**config.mk**
```make
export PLATFORM = sky130hd
export DESIGN_NAME = psu_queue
export DESIGN_NICKNAME = d
export VERILOG_FILES = /design/src/rtl/psu_pkg.sv /design/src/rtl/psu_queue.sv
export VERILOG_INCLUDE_DIRS = /design/src /design/src/rtl
export SDC_FILE = /design/constraint.sdc
export NUM_CORES = 1
export LEC_CHECK = 0
export ABC_AREA = 0
export BUFFER_PORTS_ARGS = -buffer_cell sky130_fd_sc_hd__buf_2
export CORE_UTILIZATION = 40
export DETAILED_ROUTE_END_ITERATION = 6
export SETUP_SLACK_MARGIN = 0.4
export SLEW_MARGIN = 30
export SYNTH_ARGS = -nofsm -noshare
export SYNTH_HDL_FRONTEND = slang
export SYNTH_SLANG_ARGS = --single-unit
```
**constraint.sdc**
```tcl
create_clock -name clk -period 1.7 [get_ports clk]
set_input_delay 0.085 -clock clk [delete_from_list [all_inputs] [get_ports clk]]
set_output_delay 0.085 -clock clk [all_outputs]
set_load 0.005 [all_outputs]
```
**src/rtl/png_scanline_unfilter_assert.svh**
```systemverilog
// Assertion macros shared by the scanline unfilter RTL
`ifndef PNG_SCANLINE_UNFILTER_ASSERT_SVH
`define PNG_SCANLINE_UNFILTER_ASSERT_SVH

`ifndef SYNTHESIS

// Property checked on every clock edge outside reset
`define PSU_ASSERT(lbl, prop, msg) \
  lbl: assert property (@(posedge clk) disable iff (rst) prop) else $error(msg);

// Implication form: when ante holds, cons must follow
`define PSU_ASSERT_IMPL(lbl, ante, cons, msg) \
  lbl: assert property (@(posedge clk) disable iff (rst) (ante) |-> cons) else $error(msg);

`else

`define PSU_ASSERT(lbl, prop, msg)
`define PSU_ASSERT_IMPL(lbl, ante, cons, msg)

`endif

`endif

```
**src/rtl/psu_pkg.sv**
```systemverilog
// Shared constants, codes and the work item type of the scanline unfilter
package psu_pkg;

  localparam int PSU_MAX_WIDTH = 4096;
  localparam int PSU_MAX_BPP   = 4;

  localparam int COL_W       = 15;
  localparam int ROW_W       = 16;
  localparam int WIDTH_W     = 13;
  localparam int BPP_W       = 3;
  localparam int TAP_W       = 2;
  localparam int CFG_INDEX_W = 2;
  localparam int CFG_DATA_W  = 16;
  localparam int QUEUE_DEPTH = 4;

  // configuration register indexes
  typedef enum logic [CFG_INDEX_W-1:0] {
    CFG_WIDTH  = 2'd0,
    CFG_HEIGHT = 2'd1,
    CFG_BPP    = 2'd2
  } cfg_reg_t;

  // filter type codes
  localparam logic [2:0] FILT_NONE  = 3'd0;
  localparam logic [2:0] FILT_SUB   = 3'd1;
  localparam logic [2:0] FILT_UP    = 3'd2;
  localparam logic [2:0] FILT_AVG   = 3'd3;
  localparam logic [2:0] FILT_PAETH = 3'd4;

  // one classified byte handed from the front to the back
  typedef struct packed {
    logic [7:0]       data;
    logic [2:0]       filter;
    logic [COL_W-1:0] col;       // byte index within the row
    logic             addr_ok;   // index lies inside the line store
    logic             has_up;    // a row above exists
    logic             first;     // first byte of the row
    logic [TAP_W-1:0] tap;       // bytes per pixel minus one
    logic             row_end;
    logic             image_end;
    logic             bad;
  } work_t;

endpackage

```
**src/rtl/psu_queue.sv**
```systemverilog
// Short work queue between the front end and the back end
`include "png_scanline_unfilter_assert.svh"

module psu_queue (
  input  logic           clk,
  input  logic           rst,
  input  logic           push,
  input  psu_pkg::work_t push_item,
  output logic           full,
  input  logic           pop,
  output logic           not_empty,
  output psu_pkg::work_t pop_item
);
  import psu_pkg::*;

  localparam int PTR_W = $clog2(QUEUE_DEPTH);

  work_t            slots [QUEUE_DEPTH];
  logic [PTR_W-1:0] wr_ptr;
  logic [PTR_W-1:0] rd_ptr;
  logic [PTR_W:0]   count;

  assign full      = count == (PTR_W+1)'(QUEUE_DEPTH);
  assign not_empty = count != '0;
  assign pop_item  = slots[rd_ptr];

  always_ff @(posedge clk) begin
    if (push) begin
      slots[wr_ptr] <= push_item;
    end
  end

  always_ff @(posedge clk) begin
    if (rst) begin
      wr_ptr <= '0;
      rd_ptr <= '0;
      count  <= '0;
    end else begin
      if (push) begin
        wr_ptr <= wr_ptr + PTR_W'(1);
      end
      if (pop) begin
        rd_ptr <= rd_ptr + PTR_W'(1);
      end
      case ({push, pop})
        2'b10:   count <= count + (PTR_W+1)'(1);
        2'b01:   count <= count - (PTR_W+1)'(1);
        default: count <= count;
      endcase
    end
  end

  `PSU_ASSERT(a_count_bound, count <= (PTR_W+1)'(QUEUE_DEPTH), "queue count overflow")
  `PSU_ASSERT_IMPL(a_pop_nonempty, pop, not_empty, "pop from empty queue")

endmodule

```
==> run_results.csv, run 1 <==
group,metric,value,unit
worst_setup_path,arrival,1.72,ns
global_routing,overflow,0,
worst_setup_path,cp_data_required_time,1.62,ns
cts,cts.clk_slew.worst_paths,0.05,ns
worst_setup_path,rrSetupSlack,0.32,ns
cts,worstSkewPairLatency,0.41,ns
sta,period_share,1.06,
cts,cts_tree,"done",
routing,via_per_inst,4.79,
cells_and_area,drive_gt1_frac,0.449,
cts,cts_max_level,4,
sta,layout_setup_ws,-0.109,ns
place,numPortBuffers,73,
power_and_ir_drop,p_leak,0.00251,uW
yosys,syn_nets,265,
routing,vias,2615,
yosys,yosysSeqAreaShare,0.792,
worst_setup_path,critPathMaxFanout,6,
global_routing,grt_pass1_wl,15200,um
cts,cts_made_buffers,17,
hold_path,hold_path_class,"input port to flop",
die,fp.dieH,118,um
worst_setup_path,path_cells,"buf_6 -> buf_16 -> mux4_2 -> buf_2",
outcome,violations,"negative setup slack",
sta,fin_crit,1.81,ns
yosys,syn_inst,221,
yosys,synthFlopType,"edfxtp_1",
global_routing,grt_antenna_before_repair,0,
cells_and_area,final_core_util,0.543,
cells_and_area,multiInputGateArea,0.00102,mm2
sta,rsz0062_at_grt,"true",
routing,first_iter_violations,92,
cells_and_area,area_growth,33.0,%
worst_setup_path,r2r_cells,4,
place,gp_congestion,0.635,
cells_and_area,mostFrequentLayoutCell,"edfxtp_1",
power_and_ir_drop,vdd_drop_max,0.647,mV
routing,drtAntennaViolNets,0,
worst_setup_path,r2r_end,"count[2]$_SDFFE_PP0P_",
yosys,yosys_warnings,0,
die,ioPinCount,74,
hold_path,holdPathEnd,"wr_ptr[0]$_SDFFE_PP0P_",
cells_and_area,mostFrequentLayoutCells,"edfxtp_1 (136), buf_2 (72), dlygate4sd3_1 (36), mux4_2 (34), clkbuf_16 (19)",
cells_and_area,diodes,0,
die,core_area,0.0132,mm2
sta,clock.fmax,553,MHz
power_and_ir_drop,cellPowerDensity,1190,mW/mm2
yosys,syn_area,0.00538,mm2
sta,maxSlewHeadroom,0.803,
die,design.die.area,0.0139,mm2
routing,drc,0,
sta,finalSetupViolCount,34,
cells_and_area,final_area,0.00716,mm2
yosys,ys_async_sr_fraction,0,
worst_setup_path,cp_num_cells,4,
yosys,synth.avg_cell_area,24.4,um2
hold_path,hp-start,"push",
worst_setup_path,cp_slowest_stage_delay,0.49,ns
global_routing,grt_pass1_vias,2819,
global_routing,grt_max_degree,35,
worst_setup_path,worstSetupStartpointType,"flop",
cts,clockRootBuffer,"clkbuf_16",
sta,finalHoldViolCount,0,
cts,cts.sinks,145,
routing,firstDrtPassIters,4,
place,dp_slack,0.150,ns
place,placed_area,0.00601,mm2
place,dp_hpwl,5180,um
worst_setup_path,r2r_start,"count[0]$_SDFFE_PP0P_",
routing,wl_per_cell,18.6,um
sta,fin_skew,0.00615,ns
power_and_ir_drop,power.total,8530,uW
yosys,synth_top_area_share,0.759,
yosys,ys_types,21,
hold_path,hold_path_depth,3,
yosys,synth_area_leaders,"edfxtp_1 (76%), mux4_2 (13%), dfxtp_1 (3.3%)",
die,die_w,118,um
yosys,synth.ff_latch_count,145,
worst_setup_path,worstSetupPathType,"flop to output port",
routing,wl,10200,um
outcome,status,"finished, violations left",
worst_setup_path,cp_top_family,"multiplexers",
flow_run,maxCapViolations,0,
yosys,netlist.top_cell.by_area,"edfxtp_1",
sta,worst_pin_slew,0.295,ns
worst_setup_path,worstPathBufferInverterCount,3,
worst_setup_path,cp_slowest_cell,"mux4_2",
global_routing,track_usage,0.153,
die,initial_core_util,0.408,
die,fp-row-count,42,
cells_and_area,register_area,0.00428,mm2
cells_and_area,nNetsFinal,401,
worst_setup_path,crit_path_end_kind,"output port",
sta,slew_viol_final,0,
cells_and_area,fillCellCount,1044,
yosys,synth_edf_count,136,
cts,clockBufferDepth,2,
routing by layer:
metal	wire length (um)	global-route usage	part of all wire	vias up
met1	4640	0.194	0.46	1350
met5	0	0	0	-
met2	5020	0.243	0.49	62
li1	-	-	-	1194
met3	358	0.0465	0.035	9
met4	153	0.0649	0.015	0
state kept, by name, summed over array words and instances (netlist names), named ones only:
| name | count |
|---|---|
| count | 3 |
| rd_ptr | 2 |
| slots | 136 |
| wr_ptr | 2 |
cell usage after synthesis (all sizes together), types with 2 or more instances:
cell type	number
inv	3
nor2	7
ha	5
or3	2
and2	4
mux2i	2
xor2	2
buf	7
mux4	34
edfxtp	136
dfxtp	9
clkbuf	2
xnor2	3
how the worst max path moves through the flow:
| stage | start | end | slack, ns |
|---|---|---|---|
| after floorplan | push | count[2]$_SDFFE_PP0P_ | 0.40 |
| after global placement | push | count[2]$_SDFFE_PP0P_ | 0.18 |
| after detailed placement | push | count[2]$_SDFFE_PP0P_ | 0.15 |
| after CTS | flop | pop_item[30] | -0.14 |
| after global routing | flop | pop_item[1] | -0.16 |
| final | flop | pop_item[23] | -0.11 |
what timing repair did:
| item | in CTS | in global routing |
|---|---|---|
| gates resized for setup | 16 | 7 |
| buffers inserted | 2 | 0 |
| endpoints found under the setup margin | 104 | 109 |
| pin swaps | 2 | 1 |
| cloned | 3 | 4 |
| hold buffers | 36 | 0 |
| hold endpoints to repair | 145 | 0 |
logic make-up after synthesis:
logic type                 share of synthesized area
DFF                                            0.792
AOI/OAI and AO/OA                            0.00186
muxes                                          0.149
buffers and inverters                         0.0195
adders and majority gates                     0.0153
xor gates and xnor gates                     0.00814
and+or+nand+nor                               0.0139
area by class of cell:
| type | count | share of cell area |
|---|---|---|
| clock buffer | 18 | 0.0599 |
| clock inverter | 14 | 0.0171 |
| inverter | 3 | 0.00157 |
| multi-input combinational | 64 | 0.142 |
| sequential | 145 | 0.598 |
| tap | 176 | 0.0308 |
| timing repair buffer | 126 | 0.150 |
power breakdown:
part	total [uW]	switching (uW)	internal, uW
combinational	922	398	524
sequential	4160	57.8	4100
clock	3450	1330	2120
worst register-to-register path: cells and delay by family (launching register included):
| kind | cells | cell delay, ns |
|---|---|---|
| AO/OA/AOI/OAI | 1 | 0.12 |
| XOR/XNOR | 1 | 0.15 |
| adder cells (fa/ha/maj) | 1 | 0.37 |
| flip-flops | 1 | 0.36 |
| AND/OR/NAND/NOR | 1 | 0.31 |
per-stage QoR:
step	setup TNS, ns	instances	hold WS (ns)
after floorplan	0	221	0.184
after global placement	0	469	0.298
after detailed placement	0	469	0.304
after CTS	-3.36	542	0.00891
after global routing	-4.36	546	0.0612
final	-2.30	546	0.0247
(Power assumes the default switching activity.)
==> inputs of run 2 (changes only) <==
Settings changed: CORE_UTILIZATION 40 to 51, PLACE_DENSITY set to 0.75.
==> run_results.csv, run 2 (synthesized netlist as in run 1, its figures left out) <==
group,metric,value,unit
outcome,status,"finished, violations left",
outcome,violations,"negative setup slack",
cts,worstSkewPairLatency,0.51,ns
hold_path,hp-start,"pop",
global_routing,overflow,0,
power_and_ir_drop,cellPowerDensity,1230,mW/mm2
die,ioPinCount,74,
cts,cts.sinks,145,
cells_and_area,top_regs,"slots: 136 flops, count: 3 flops",
sta,layout_setup_ws,-0.196,ns
die,design.die.area,0.0110,mm2
power_and_ir_drop,power.total,8870,uW
sta,worst_pin_slew,0.298,ns
cts,clockBufferDepth,2,
place,gp_congestion,0.659,
cells_and_area,mostFrequentLayoutCells,"edfxtp_1 (136), buf_2 (71), dlygate4sd3_1 (38), mux4_2 (34), clkbuf_16 (20)",
global_routing,grt_pass1_wl,14600,um
routing,first_iter_violations,149,
power_and_ir_drop,p_leak,0.00255,uW
worst_setup_path,worstPathBufferInverterCount,2,
sta,finalSetupViolCount,34,
cells_and_area,diodes,0,
sta,fin_crit,1.90,ns
routing,vias,2679,
sta,fin_skew,0.00852,ns
worst_setup_path,crit_path_end_kind,"output port",
sta,period_share,1.12,
sta,slew_viol_final,0,
sta,rsz0062_at_grt,"true",
worst_setup_path,critPathMaxFanout,8,
hold_path,hold_path_class,"input port to flop",
routing,wl_per_cell,19.7,um
power_and_ir_drop,p_sw,1850,uW
worst_setup_path,cp_slowest_cell,"mux4_2",
power_and_ir_drop,swShare,0.208,
global_routing,grt_pass1_vias,2769,
cells_and_area,nNetsFinal,406,
place,placed_area,0.00597,mm2
power_and_ir_drop,seqPwrFrac,0.469,
cts,clockRootBuffer,"clkbuf_8",
worst_setup_path,cp_slowest_stage_delay,0.52,ns
routing,drtAntennaViolNets,0,
power_and_ir_drop,p_int,7030,uW
flow_run,maxCapViolations,0,
cells_and_area,final_area,0.00723,mm2
worst_setup_path,path_cells,"buf_12 -> mux4_2 -> buf_2",
die,core_area,0.0103,mm2
routing,via_per_inst,5.25,
cts,cts_made_buffers,17,
cts,cts_max_level,4,
die,initial_core_util,0.524,
global_routing,track_usage,0.187,
power_and_ir_drop,combPwrFrac,0.108,
worst_setup_path,arrival,1.81,ns
place,dp_hpwl,4870,um
worst_setup_path,worstSetupPathType,"flop to output port",
cells_and_area,drive_gt1_frac,0.471,
routing,firstDrtPassIters,4,
worst_setup_path,cp_top_family,"multiplexers",
place,dp_slack,0.144,ns
global_routing,grt_max_degree,35,
sta,clock.fmax,528,MHz
cts,cts_tree,"done",
die,fp-row-count,37,
worst_setup_path,cp_data_required_time,1.62,ns
power_and_ir_drop,vdd_drop_max,0.701,mV
die,fp.dieH,105,um
routing,drc,0,
place,numPortBuffers,73,
cells_and_area,final_core_util,0.704,
cells_and_area,mostFrequentLayoutCell,"edfxtp_1",
sta,maxSlewHeadroom,0.801,
worst_setup_path,worstSetupStartpointType,"flop",
cells_and_area,area_growth,34.4,%
cts,cts.clk_slew.worst_paths,0.06,ns
die,die_w,105,um
cells_and_area,largest_reg_flops,136,
routing,wl,10000,um
global_routing,grt_antenna_before_repair,0,
sta,finalHoldViolCount,0,
power_and_ir_drop,power_frac_clock,0.423,
worst_setup_path,r2r_start,"count[0]$_SDFFE_PP0P_",
cells_and_area,largest_register,"slots",
-- run 2: cell types whose count changed in the layout (fill, tap and decap cells not counted), sizes merged --
| cell | before | now |
|---|---|---|
| clkinv | 11 | 3 |
| bufinv | 2 | 4 |
| clkbuf | 20 | 22 |
| inv | 3 | 5 |
| clkinvlp | 1 | 4 |
| buf | 88 | 89 |
| dlygate4sd3 | 36 | 38 |
-- run 2: power by group through the flow --
| stage | sequential (uW) | clock (uW) | combinational (uW) |
|---|---|---|---|
| after global placement | 4210 | 0 | 736 |
| after floorplan | 4200 | 0 | 449 |
| after detailed placement | 4220 | 0 | 746 |
| after global routing | 4180 | 3960 | 1030 |
| final | 4160 | 3750 | 954 |
| after CTS | 4160 | 3820 | 880 |
-- run 2: final cells by class --
| cell class | instances | area (um2) |
|---|---|---|
| sequential | 145 | 4280 |
| fill | 654 | 3040 |
| timing repair buffer | 131 | 1120 |
| multi-input combinational | 64 | 1040 |
| clock buffer | 18 | 418 |
| clock inverter | 13 | 186 |
| tap | 136 | 170 |
| inverter | 3 | 13.8 |
-- run 2: final timing paths --
| check | endpoint | slack, ns | depth (start not counted) |
|---|---|---|---|
| worst max-delay path | pop_item[32] | -0.20 | 3 |
| worst min-delay path | count[0]$_SDFFE_PP0P_ | 0.04 | 4 |
| worst max register to register | count[2]$_SDFFE_PP0P_ | 0.31 | 4 |
| worst min register to register | wr_ptr[1]$_SDFFE_PP0P_ | 0.53 | 2 |
-- run 2: what timing repair did --
| item | CTS | global route |
|---|---|---|
| setup endpoints to repair | 73 | 119 |
| gates resized for setup | 17 | 13 |
| gates cloned | 2 | 7 |
| buffers inserted | 2 | 0 |
| pin swaps | 4 | 0 |
| hold buffers | 38 | 0 |
| endpoints found under the hold margin | 145 | 0 |
-- run 2: per-stage QoR --
step           TNS [ns]  std cells  hold slack, ns
2_1_floorplan         0        221           0.184
3_3_place_gp          0        430           0.295
3_5_place_dp          0        430           0.301
4_1_cts           -7.27        503         0.00238
5_1_grt           -8.50        510          0.0411
6_report          -5.88        510          0.0390
-- run 2: worst reg2reg max path, cell delays in order (launching register included) --
cell and delay [ns]:
dfxtp_4 0.36, fa_2 0.38, xnor2_2 0.14, or3_1 0.32, a21oi_2 0.12
-- run 2: per-layer routing --
layer | share of wire | routed length (um) | vias to the layer above | global-route usage
met2 | 0.50 | 4980 | 75 | 0.297
met1 | 0.46 | 4570 | 1391 | 0.251
li1 | - | - | 1202 | -
met5 | 0 | 0 | - | 0
met4 | 0.011 | 110 | 0 | 0.0805
met3 | 0.036 | 364 | 11 | 0.0449
