`src/rtl/png_scanline_unfilter_assert.svh`:
```
// Assertion macros shared by the scanline unfilter RTL
`ifndef PNG_SCANLINE_UNFILTER_ASSERT_SVH
`define PNG_SCANLINE_UNFILTER_ASSERT_SVH

`ifndef SYNTHESIS

// Property checked on every clock edge outside reset
`define PSU_ASSERT(lbl, prop, msg) \
  lbl: assert property (@(posedge clk) disable iff (rst) prop) else $error(msg);

// Implication form: when ante holds, cons must follow
`define PSU_ASSERT_IMPL(lbl, ante, cons, msg) \
  lbl: assert property (@(posedge clk) disable iff (rst) (ante) |-> cons) else $error(msg);

`else

`define PSU_ASSERT(lbl, prop, msg)
`define PSU_ASSERT_IMPL(lbl, ante, cons, msg)

`endif

`endif

```
`src/rtl/psu_pkg.sv`:
```
// Shared constants, codes and the work item type of the scanline unfilter
package psu_pkg;

  localparam int PSU_MAX_WIDTH = 4096;
  localparam int PSU_MAX_BPP   = 4;

  localparam int COL_W       = 15;
  localparam int ROW_W       = 16;
  localparam int WIDTH_W     = 13;
  localparam int BPP_W       = 3;
  localparam int TAP_W       = 2;
  localparam int CFG_INDEX_W = 2;
  localparam int CFG_DATA_W  = 16;
  localparam int QUEUE_DEPTH = 4;

  // configuration register indexes
  typedef enum logic [CFG_INDEX_W-1:0] {
    CFG_WIDTH  = 2'd0,
    CFG_HEIGHT = 2'd1,
    CFG_BPP    = 2'd2
  } cfg_reg_t;

  // filter type codes
  localparam logic [2:0] FILT_NONE  = 3'd0;
  localparam logic [2:0] FILT_SUB   = 3'd1;
  localparam logic [2:0] FILT_UP    = 3'd2;
  localparam logic [2:0] FILT_AVG   = 3'd3;
  localparam logic [2:0] FILT_PAETH = 3'd4;

  // one classified byte handed from the front to the back
  typedef struct packed {
    logic [7:0]       data;
    logic [2:0]       filter;
    logic [COL_W-1:0] col;       // byte index within the row
    logic             addr_ok;   // index lies inside the line store
    logic             has_up;    // a row above exists
    logic             first;     // first byte of the row
    logic [TAP_W-1:0] tap;       // bytes per pixel minus one
    logic             row_end;
    logic             image_end;
    logic             bad;
  } work_t;

endpackage

```
`src/rtl/psu_front.sv`:
```
// Front end: config registers, row/column tracking and byte classification
`include "png_scanline_unfilter_assert.svh"

module psu_front #(
  parameter int MAX_WIDTH = psu_pkg::PSU_MAX_WIDTH,
  parameter int MAX_BPP   = psu_pkg::PSU_MAX_BPP
) (
  input  logic                             clk,
  input  logic                             rst,
  input  logic                             stream_valid,
  output logic                             stream_ready,
  input  logic [7:0]                       stream_byte,
  input  logic                             cfg_valid,
  output logic                             cfg_ready,
  input  logic [psu_pkg::CFG_INDEX_W-1:0]  cfg_index,
  input  logic [psu_pkg::CFG_DATA_W-1:0]   cfg_data,
  output logic                             push,
  output psu_pkg::work_t                   push_item,
  input  logic                             queue_full
);
  import psu_pkg::*;

  localparam int LINE_DEPTH = MAX_WIDTH * MAX_BPP;

  logic [WIDTH_W-1:0] image_width;
  logic [ROW_W-1:0]   image_height;
  logic [BPP_W-1:0]   bytes_per_pixel;

  logic [COL_W-1:0] col;
  logic [ROW_W-1:0] row_count;
  logic [2:0]       row_filter;
  logic             dropping;

  logic [WIDTH_W-1:0] width_c;
  logic [ROW_W-1:0]   height_c;
  logic [BPP_W-1:0]   bpp_c;
  logic [COL_W:0]     row_len;
  logic [COL_W-1:0]   x;
  logic               take;
  logic               bad_byte;
  logic               last_row;
  logic               row_done;
  logic               img_done;

  assign stream_ready = !queue_full;
  assign cfg_ready    = 1'b1;
  assign take         = stream_valid && stream_ready;
  assign bad_byte     = stream_byte > 8'(FILT_PAETH);

  always_comb begin
    if (image_width == '0) begin
      width_c = WIDTH_W'(1);
    end else if (32'(image_width) > MAX_WIDTH) begin
      width_c = WIDTH_W'(MAX_WIDTH);
    end else begin
      width_c = image_width;
    end
    if (bytes_per_pixel < BPP_W'(3)) begin
      bpp_c = BPP_W'(3);
    end else if (32'(bytes_per_pixel) > MAX_BPP) begin
      bpp_c = BPP_W'(MAX_BPP);
    end else begin
      bpp_c = bytes_per_pixel;
    end
    height_c = (image_height == '0) ? ROW_W'(1) : image_height;
  end

  assign row_len  = (COL_W+1)'(width_c) * (COL_W+1)'(bpp_c);
  assign x        = col - COL_W'(1);
  assign row_done = ({1'b0, x} + (COL_W+1)'(1)) >= row_len;
  assign last_row = ({1'b0, row_count} + (ROW_W+1)'(1)) >= {1'b0, height_c};
  assign img_done = row_done && last_row;

  always_comb begin
    push      = 1'b0;
    push_item = '0;
    if (col == '0) begin
      push                = take && !dropping && bad_byte;
      push_item.bad       = 1'b1;
    end else begin
      push                = take && !dropping;
      push_item.data      = stream_byte;
      push_item.filter    = row_filter;
      push_item.col       = x;
      push_item.addr_ok   = 32'(x) < LINE_DEPTH;
      // the row of this byte is the last one when the image closes here
      push_item.has_up    = img_done ? (height_c != ROW_W'(1)) : (row_count != '0);
      push_item.first     = (x == '0);
      push_item.tap       = TAP_W'(bpp_c - BPP_W'(1));
      push_item.row_end   = row_done;
      push_item.image_end = img_done;
    end
  end

  always_ff @(posedge clk) begin
    if (rst) begin
      image_width     <= WIDTH_W'(1);
      image_height    <= ROW_W'(1);
      bytes_per_pixel <= BPP_W'(4);
      col             <= '0;
      row_count       <= '0;
      row_filter      <= FILT_NONE;
      dropping        <= 1'b0;
    end else begin
      if (cfg_valid) begin
        case (cfg_index)
          CFG_WIDTH:  image_width     <= cfg_data[WIDTH_W-1:0];
          CFG_HEIGHT: image_height    <= cfg_data[ROW_W-1:0];
          CFG_BPP:    bytes_per_pixel <= cfg_data[BPP_W-1:0];
          default: ;
        endcase
      end
      if (take) begin
        if (col == '0) begin
          col <= COL_W'(1);
          if (!dropping) begin
            row_filter <= stream_byte[2:0];
            if (bad_byte) begin
              dropping <= 1'b1;
            end
          end
        end else begin
          col <= row_done ? '0 : col + COL_W'(1);
          if (img_done) begin
            row_count <= '0;
          end else if (row_done) begin
            row_count <= row_count + ROW_W'(1);
          end
          if (dropping && img_done) begin
            dropping <= 1'b0;
          end
        end
      end
    end
  end

  `PSU_ASSERT_IMPL(a_drop_after_bad, take && col == '0 && !dropping && bad_byte, ##1 dropping, "bad filter did not start dropping")
  `PSU_ASSERT_IMPL(a_push_image_end, push && push_item.image_end, push_item.row_end, "image end without row end")

endmodule

```
`config.mk`:
```
export PLATFORM = sky130hd
export DESIGN_NAME = psu_front
export DESIGN_NICKNAME = d
export VERILOG_FILES = /design/src/rtl/psu_pkg.sv /design/src/rtl/psu_front.sv
export VERILOG_INCLUDE_DIRS = /design/src /design/src/rtl
export SDC_FILE = /design/constraint.sdc
export NUM_CORES = 1
export LEC_CHECK = 0
export ABC_AREA = 1
export BUFFER_PORTS_ARGS = -buffer_cell sky130_fd_sc_hd__buf_4
export CORE_UTILIZATION = 32
export CTS_BUF_LIST = sky130_fd_sc_hd__clkbuf_8 sky130_fd_sc_hd__clkbuf_16
export DETAILED_ROUTE_END_ITERATION = 16
export PLACE_DENSITY = 0.52
export SYNTH_ARGS = -nofsm -noshare
export SYNTH_HDL_FRONTEND = slang
export SYNTH_SLANG_ARGS = --single-unit
```
`constraint.sdc`:
```
create_clock -name clk -period 4.43 [get_ports clk]
set_input_delay 0.443 -clock clk [delete_from_list [all_inputs] [get_ports clk]]
set_output_delay 0.443 -clock clk [all_outputs]
set_load 0.1 [all_outputs]
```
==> impl_metrics.csv, run 1 <==
group,metric,value,unit
worst_setup_path,criticalPathCategory,"register to primary output",
worst_setup_path,end_kind,"primary output",
finish,final_area,0.00824,mm²
pwr,peakVddDrop,0.211,mV
sta,period_share,112,%
sta,worst_pin_slew,1.11,ns
synthesis,yosys-top-cells-area,"dfxtp_1, ha_1, nand2_1",
worst_setup_path,critPathTopFamily,"adder cells",
clock_tree,cts_buffers,9,
finish,syn_to_final_growth,33.3,%
synthesis,synth-edff-count,0,
sta,max_clock_freq,201,MHz
global_routing,grt_first_pass_wirelength,29.7,mm
synthesis,yosysSeqAreaShare,21.1,%
run_status,violations,"negative setup slack",
sta,hold_viol,0,
synthesis,synth_area,0.00618,mm²
finish,final_cell_mix,"nand2_1, inv_1, buf_4",
clock_tree,holdBufCountCts,0,
worst_setup_path,slowest_stage,"fa_1",
finish,fillers,2001,
run_status,status,"finished, violations left",
worst_setup_path,cp.required,3.99,ns
placement,gp_congestion,0.868,
pwr,p_per_area,264,mW/mm²
sta,fin_crit,4.98,ns
synthesis,synth_largest_area_cell,"dfxtp_1",
die,die_height,141,µm
clock_tree,cts_tree,"built",
die,coreArea,0.0188,mm²
sta,skew,0.00639,ns
global_routing,grt_max_degree,38,
finish,final_common_cell,"nand2_1",
drt,viasPerCell,4.72,
placement,place_area,0.00738,mm²
worst_setup_path,cpMostUsedCell,"nand2_2",
worst_setup_path,critPathMaxStageDelay,0.50,ns
synthesis,synth_cells,941,
synthesis,synth_ff_type,"dfxtp_1",
worst_setup_path,critPathBufInv,5,
synthesis,synth_top_area_share,21.1,%
drt,ant_nets,0,
finish,fin_nets,1147,
clock_tree,clkLatencyLatePin,0.34,ns
die,num_io_pins,68,
clock_tree,clk_path_buf_depth,2,
global_routing,grt-ovfl-total,0,
global_routing,use_met2,30.3,%
placement,hpwl,14.2,mm
synthesis,synth_seq_cells,65,
die,die_area,0.0199,mm²
drt,drcViolationCount,0,
die,row_count,50,
global_routing,grt_most_used_layer,"met2",
sta,layout_setup_ws,-0.549,ns
die,die_x,141,µm
hold_path,min_path_type,"input port to register",
finish,drive_gt1_share,25.9,%
sta,final-setup-viol-count,31,
die,initial_core_util,32.8,%
synthesis,async_flop_share,0,%
pwr,p_leak,3.84,nW
job,drv_cap,0,
synthesis,syn-mean-instance-area,6.57,µm²
finish,antenna-diode-count,0,
worst_setup_path,cp.arrival,4.54,ns
drt,vias,6214,
clock_tree,cts_sinks,65,
synthesis,yosys.cell_types.count,45,
worst_setup_path,startpoint_type,"register",
global_routing,met1_usage,26.7,%
synthesis,yosysWarnings,0,
drt,drt-total-wl,18.3,mm
clock_tree,cts.root.buffer_cell,"clkbuf_16",
clock_tree,h-tree-depth,3,
worst_setup_path,worstPathMaxFanout,8,
drt,wl_per_cell,13.9,µm
synthesis,synth_nets,1036,
placement,port_buffers,66,
sta,rsz0062_at_grt,"true",
finish,fin_util,43.7,%
drt,drt_pass1_iterations,7,
global_routing,grt_use_total,19.0,%
sta,slew_headroom,26.2,%
global_routing,use_met3,2.41,%
sta,slew_viol_final,0,
global_routing,antenna_found_initial,0,
drt,drtIter0Drc,365,
clock_tree,clk_pin_slew,0.06,ns
global_routing,grt_pass1_vias,5874,
sta,worst_hold_slack,0.339,ns
==> path summary, 6_finish.rpt <==
check / startpoint / to / slack (ns) / cells past startpoint
max: image_width[4]$_SDFFE_PP0P_ / push_item[6] / -0.55 / 25
max reg2reg: image_width[4]$_SDFFE_PP0P_ / row_count[13]$_SDFFE_PP0P_ / -0.21 / 28
min: cfg_data[6] / image_width[6]$_SDFFE_PP0P_ / 0.34 / 3
min reg2reg: row_filter[1]$_SDFFE_PP0P_ / row_filter[1]$_SDFFE_PP0P_ / 0.46 / 2
==> logic make-up (layout without fill, tap and decap cells) <==
family          Yosys count  count (layout)  synth area share [%]
other cells               1               1                0.0607
xor+xnor                 41              41                  6.06
fa+ha+maj                64              64                  14.4
flops                    65              65                  21.1
buf+inv                 186             302                  12.4
simple gates            448             448                  33.7
compound gates          136             136                  12.3
==> final cells by class <==
class / instances / area, µm² / share of cell area, %
clock inverter: 5 / 77.6 / 0.942
clock buffer: 11 / 253 / 3.07
timing repair inverter: 1 / 8.76 / 0.106
multi-input combinational: 690 / 4560 / 55.3
inverter: 150 / 582 / 7.06
sequential: 65 / 1300 / 15.8
timing repair buffer: 135 / 1130 / 13.7
tap: 260 / 325 / 3.95
==> worst register-to-register path, delay by kind of cell, from the launching register on <==
family	cells	cell delay, ns
buffers and inverters	8	0.92
DFF	1	0.32
xor gates and xnor gates	1	0.17
adders and majority gates	4	1.33
AOI/OAI and AO/OA	5	0.67
and+or+nand+nor	10	1.11
==> registers in the layout (all words and copies together) (netlist names) <==
name,cells
row_count,16
bytes_per_pixel,1
col,15
image_width,13
row_filter,3
image_height,16
dropping,1
==> layer usage <==
layer  part of all wire [%]  up-vias
met4                    1.2        0
met2                     44      120
li1                       -     3267
met3                    3.5       14
met1                     51     2813
met5                      0        -
==> repair_timing <==
action / 4_1_cts / 5_1_grt
endpoints found under the setup margin: 35 / 35
pin swaps: 28 / 23
resized for setup: 47 / 45
cloned: 0 / 2
buffers inserted: 7 / 5
==> per-stage QoR <==
step / total power [mW] / std cells / setup WS (ns) / TNS (ns)
finish: 2.17 / 1317 / -0.549 / -5.71
floorplan: 1.15 / 941 / -0.324 / -0.719
global placement: 1.33 / 1287 / -0.426 / -6.43
global route: 2.29 / 1317 / -0.778 / -14.18
CTS: 2.16 / 1310 / -0.572 / -3.61
detailed placement: 1.33 / 1287 / -0.486 / -8.67
==> power by group <==
part | internal, mW | switching [mW] | leakage (nW)
logic | 0.252 | 0.521 | 3.15
registers | 0.603 | 0.00963 | 0.529
clock network | 0.521 | 0.267 | 0.162
total | 1.38 | 0.798 | 3.84
==> Yosys cell counts, drive strengths merged (12+ instances only) <==
library cell	number
nor3	20
inv	149
nand3	103
nand4	14
nand2	166
dfxtp	65
fa	12
nor2	130
ha	52
buf	15
xor2	33
o21ai	46
a21oi	71
clkbuf	21
(Power assumes the default switching activity.)
==> run 2: changes to the inputs <==
--- a/config.mk
+++ b/config.mk
@@ -8,6 +8,7 @@
 export LEC_CHECK = 0
 export ABC_AREA = 1
 export BUFFER_PORTS_ARGS = -buffer_cell sky130_fd_sc_hd__buf_4
+export CORE_ASPECT_RATIO = 0.9
 export CORE_UTILIZATION = 32
 export CTS_BUF_LIST = sky130_fd_sc_hd__clkbuf_8 sky130_fd_sc_hd__clkbuf_16
 export DETAILED_ROUTE_END_ITERATION = 16
==> impl_metrics.csv, run 2 (synthesis gave the netlist of run 1 again) <==
group,metric,value,unit
hold_path,hold_end,"image_height[0]$_SDFFE_PP1P_",
worst_setup_path,rr_endpoint,"row_count[0]$_SDFFE_PP0P_",
sta,hold_viol,0,
finish,antenna-diode-count,0,
clock_tree,cts_buffers,9,
run_status,violations,"negative setup slack",
die,initial_core_util,33.1,%
pwr,peakVddDrop,0.163,mV
global_routing,grt_first_pass_wirelength,29.3,mm
worst_setup_path,slowest_stage,"fa_1",
global_routing,grt_use_total,18.4,%
worst_setup_path,reg2regPathDepth,26,
finish,syn_to_final_growth,32.2,%
drt,drt-total-wl,17.7,mm
worst_setup_path,cp.required,3.99,ns
sta,slew_viol_final,0,
worst_setup_path,reg2reg_setup_slack,-0.15,ns
die,die_area,0.0199,mm²
sta,skew,0.0117,ns
clock_tree,cts_sinks,65,
drt,vias,6285,
clock_tree,clk_path_buf_depth,2,
worst_setup_path,end_kind,"primary output",
pwr,p_leak,3.83,nW
finish,fin_nets,1151,
sta,worst_hold_slack,0.333,ns
sta,final-setup-viol-count,33,
drt,viasPerCell,4.81,
finish,final_cell_mix,"nand2_1, inv_1, buf_4",
drt,wl_per_cell,13.6,µm
sta,layout_setup_ws,-0.550,ns
sta,worst_pin_slew,1.04,ns
hold_path,min_path_type,"input port to register",
drt,ant_nets,0,
global_routing,grt_max_degree,38,
clock_tree,h-tree-depth,3,
worst_setup_path,r2r_start,"image_width[7]$_SDFFE_PP0P_",
worst_setup_path,worstPathMaxFanout,5,
hold_path,hp-start,"cfg_data[0]",
pwr,p_per_area,256,mW/mm²
drt,drcViolationCount,0,
clock_tree,clkLatencyLatePin,0.34,ns
worst_setup_path,criticalPathCategory,"register to primary output",
sta,period_share,112,%
worst_setup_path,critPathBufInv,4,
run_status,status,"finished, violations left",
global_routing,grt-ovfl-total,0,
clock_tree,clk_pin_slew,0.07,ns
worst_setup_path,startpoint_type,"register",
drt,drtIter0Drc,340,
finish,fin_util,43.8,%
worst_setup_path,cpMostUsedCell,"nand2_2",
sta,max_clock_freq,201,MHz
die,die_height,134,µm
worst_setup_path,critPathTopFamily,"adder cells",
placement,port_buffers,66,
finish,top_regs,"image_height (16), row_count (16), col (15)",
global_routing,grt_pass1_vias,5879,
placement,hpwl,13.7,mm
job,drv_cap,0,
die,num_io_pins,68,
clock_tree,holdBufCountCts,0,
placement,gp_congestion,0.888,
sta,slew_headroom,30.4,%
drt,drt_pass1_iterations,5,
die,row_count,47,
sta,fin_crit,4.98,ns
die,coreArea,0.0186,mm²
worst_setup_path,cp.arrival,4.54,ns
worst_setup_path,critPathMaxStageDelay,0.49,ns
global_routing,antenna_found_initial,0,
sta,rsz0062_at_grt,"true",
finish,final_common_cell,"nand2_1",
hold_path,holdPathStages,3,
clock_tree,cts_tree,"built",
clock_tree,cts.root.buffer_cell,"clkbuf_16",
die,die_x,148,µm
finish,drive_gt1_share,26.2,%
worst_setup_path,worstPathCellList,"nor4_2 > and2_1 > nand2_2 > nand2_4 > buf_6 > nand3_4 > fa_1 > inv_2 > ha_4 > fa_2 > a31oi_4 > inv_2 > a21oi_4 > o21ai_2 > xnor2_1 > ha_1 > nand2_2 > nor2_2 > a21oi_2 > nand3_4 > nand3_2 > nand2_2 > nor2_4 > buf_12",
==> run 2: repair_timing <==
action,in CTS,in global routing
endpoints found under the setup margin,35,35
resized for setup,48,46
setup buffers,8,7
pin swaps,32,40
gates cloned,4,0
==> run 2: routing by layer <==
metal  GRT usage (%)  routed length, µm
met4            4.35                208
met1            26.1               8850
met2            29.1               7890
met5               0                  0
met3            2.86                760
==> run 2: worst max-delay path by stage <==
| stage | start | endpoint | slack, ns | cells after the start |
|---|---|---|---|---|
| finish | image_width[7]$_SDFFE_PP0P_ | push_item[6] | -0.55 | 24 |
| global route | image_width[7]$_SDFFE_PP0P_ | push_item[6] | -0.80 | 23 |
| CTS | image_width[3]$_SDFFE_PP0P_ | push_item[1] | -0.58 | 22 |
| detailed placement | image_width[4]$_SDFFE_PP0P_ | push_item[6] | -0.60 | 25 |
| global placement | image_width[4]$_SDFFE_PP0P_ | push_item[6] | -0.54 | 22 |
| floorplan | image_width[4]$_SDFFE_PP0P_ | push_item[6] | -0.32 | 23 |
==> run 2: where the power goes <==
group	internal (mW)	switching, mW
Combinational	0.255	0.520
Clock	0.401	0.305
Sequential	0.603	0.00999
Total	1.26	0.835
==> run 2: area by class of cell <==
| cell class | count | area, µm² |
|---|---|---|
| Multi-Input combinational cell | 691 | 4530 |
| Sequential cell | 65 | 1310 |
| Clock inverter | 6 | 50.0 |
| Fill cell | 1943 | 10500 |
| Timing Repair inverter | 1 | 11.3 |
| Inverter | 150 | 574 |
| Tap cell | 245 | 307 |
| Timing Repair Buffer | 138 | 1150 |
| Clock buffer | 10 | 239 |
==> run 2: tightest hold or removal path: stages <==
cell and delay (ns):
buf_4 0.09, nand2_1 0.05, o211ai_1 0.06
==> run 2: per-stage QoR <==
step | TNS [ns] | total power, mW | cell area, µm² | std cells | worst slack [ns]
floorplan | -0.719 | 1.15 | 6330 | 941 | -0.324
global placement | -11.07 | 1.32 | 7370 | 1273 | -0.545
detailed placement | -13.24 | 1.33 | 7370 | 1273 | -0.603
CTS | -4.63 | 2.08 | 7950 | 1300 | -0.584
global route | -14.04 | 2.22 | 8170 | 1306 | -0.801
finish | -4.59 | 2.09 | 8170 | 1306 | -0.550
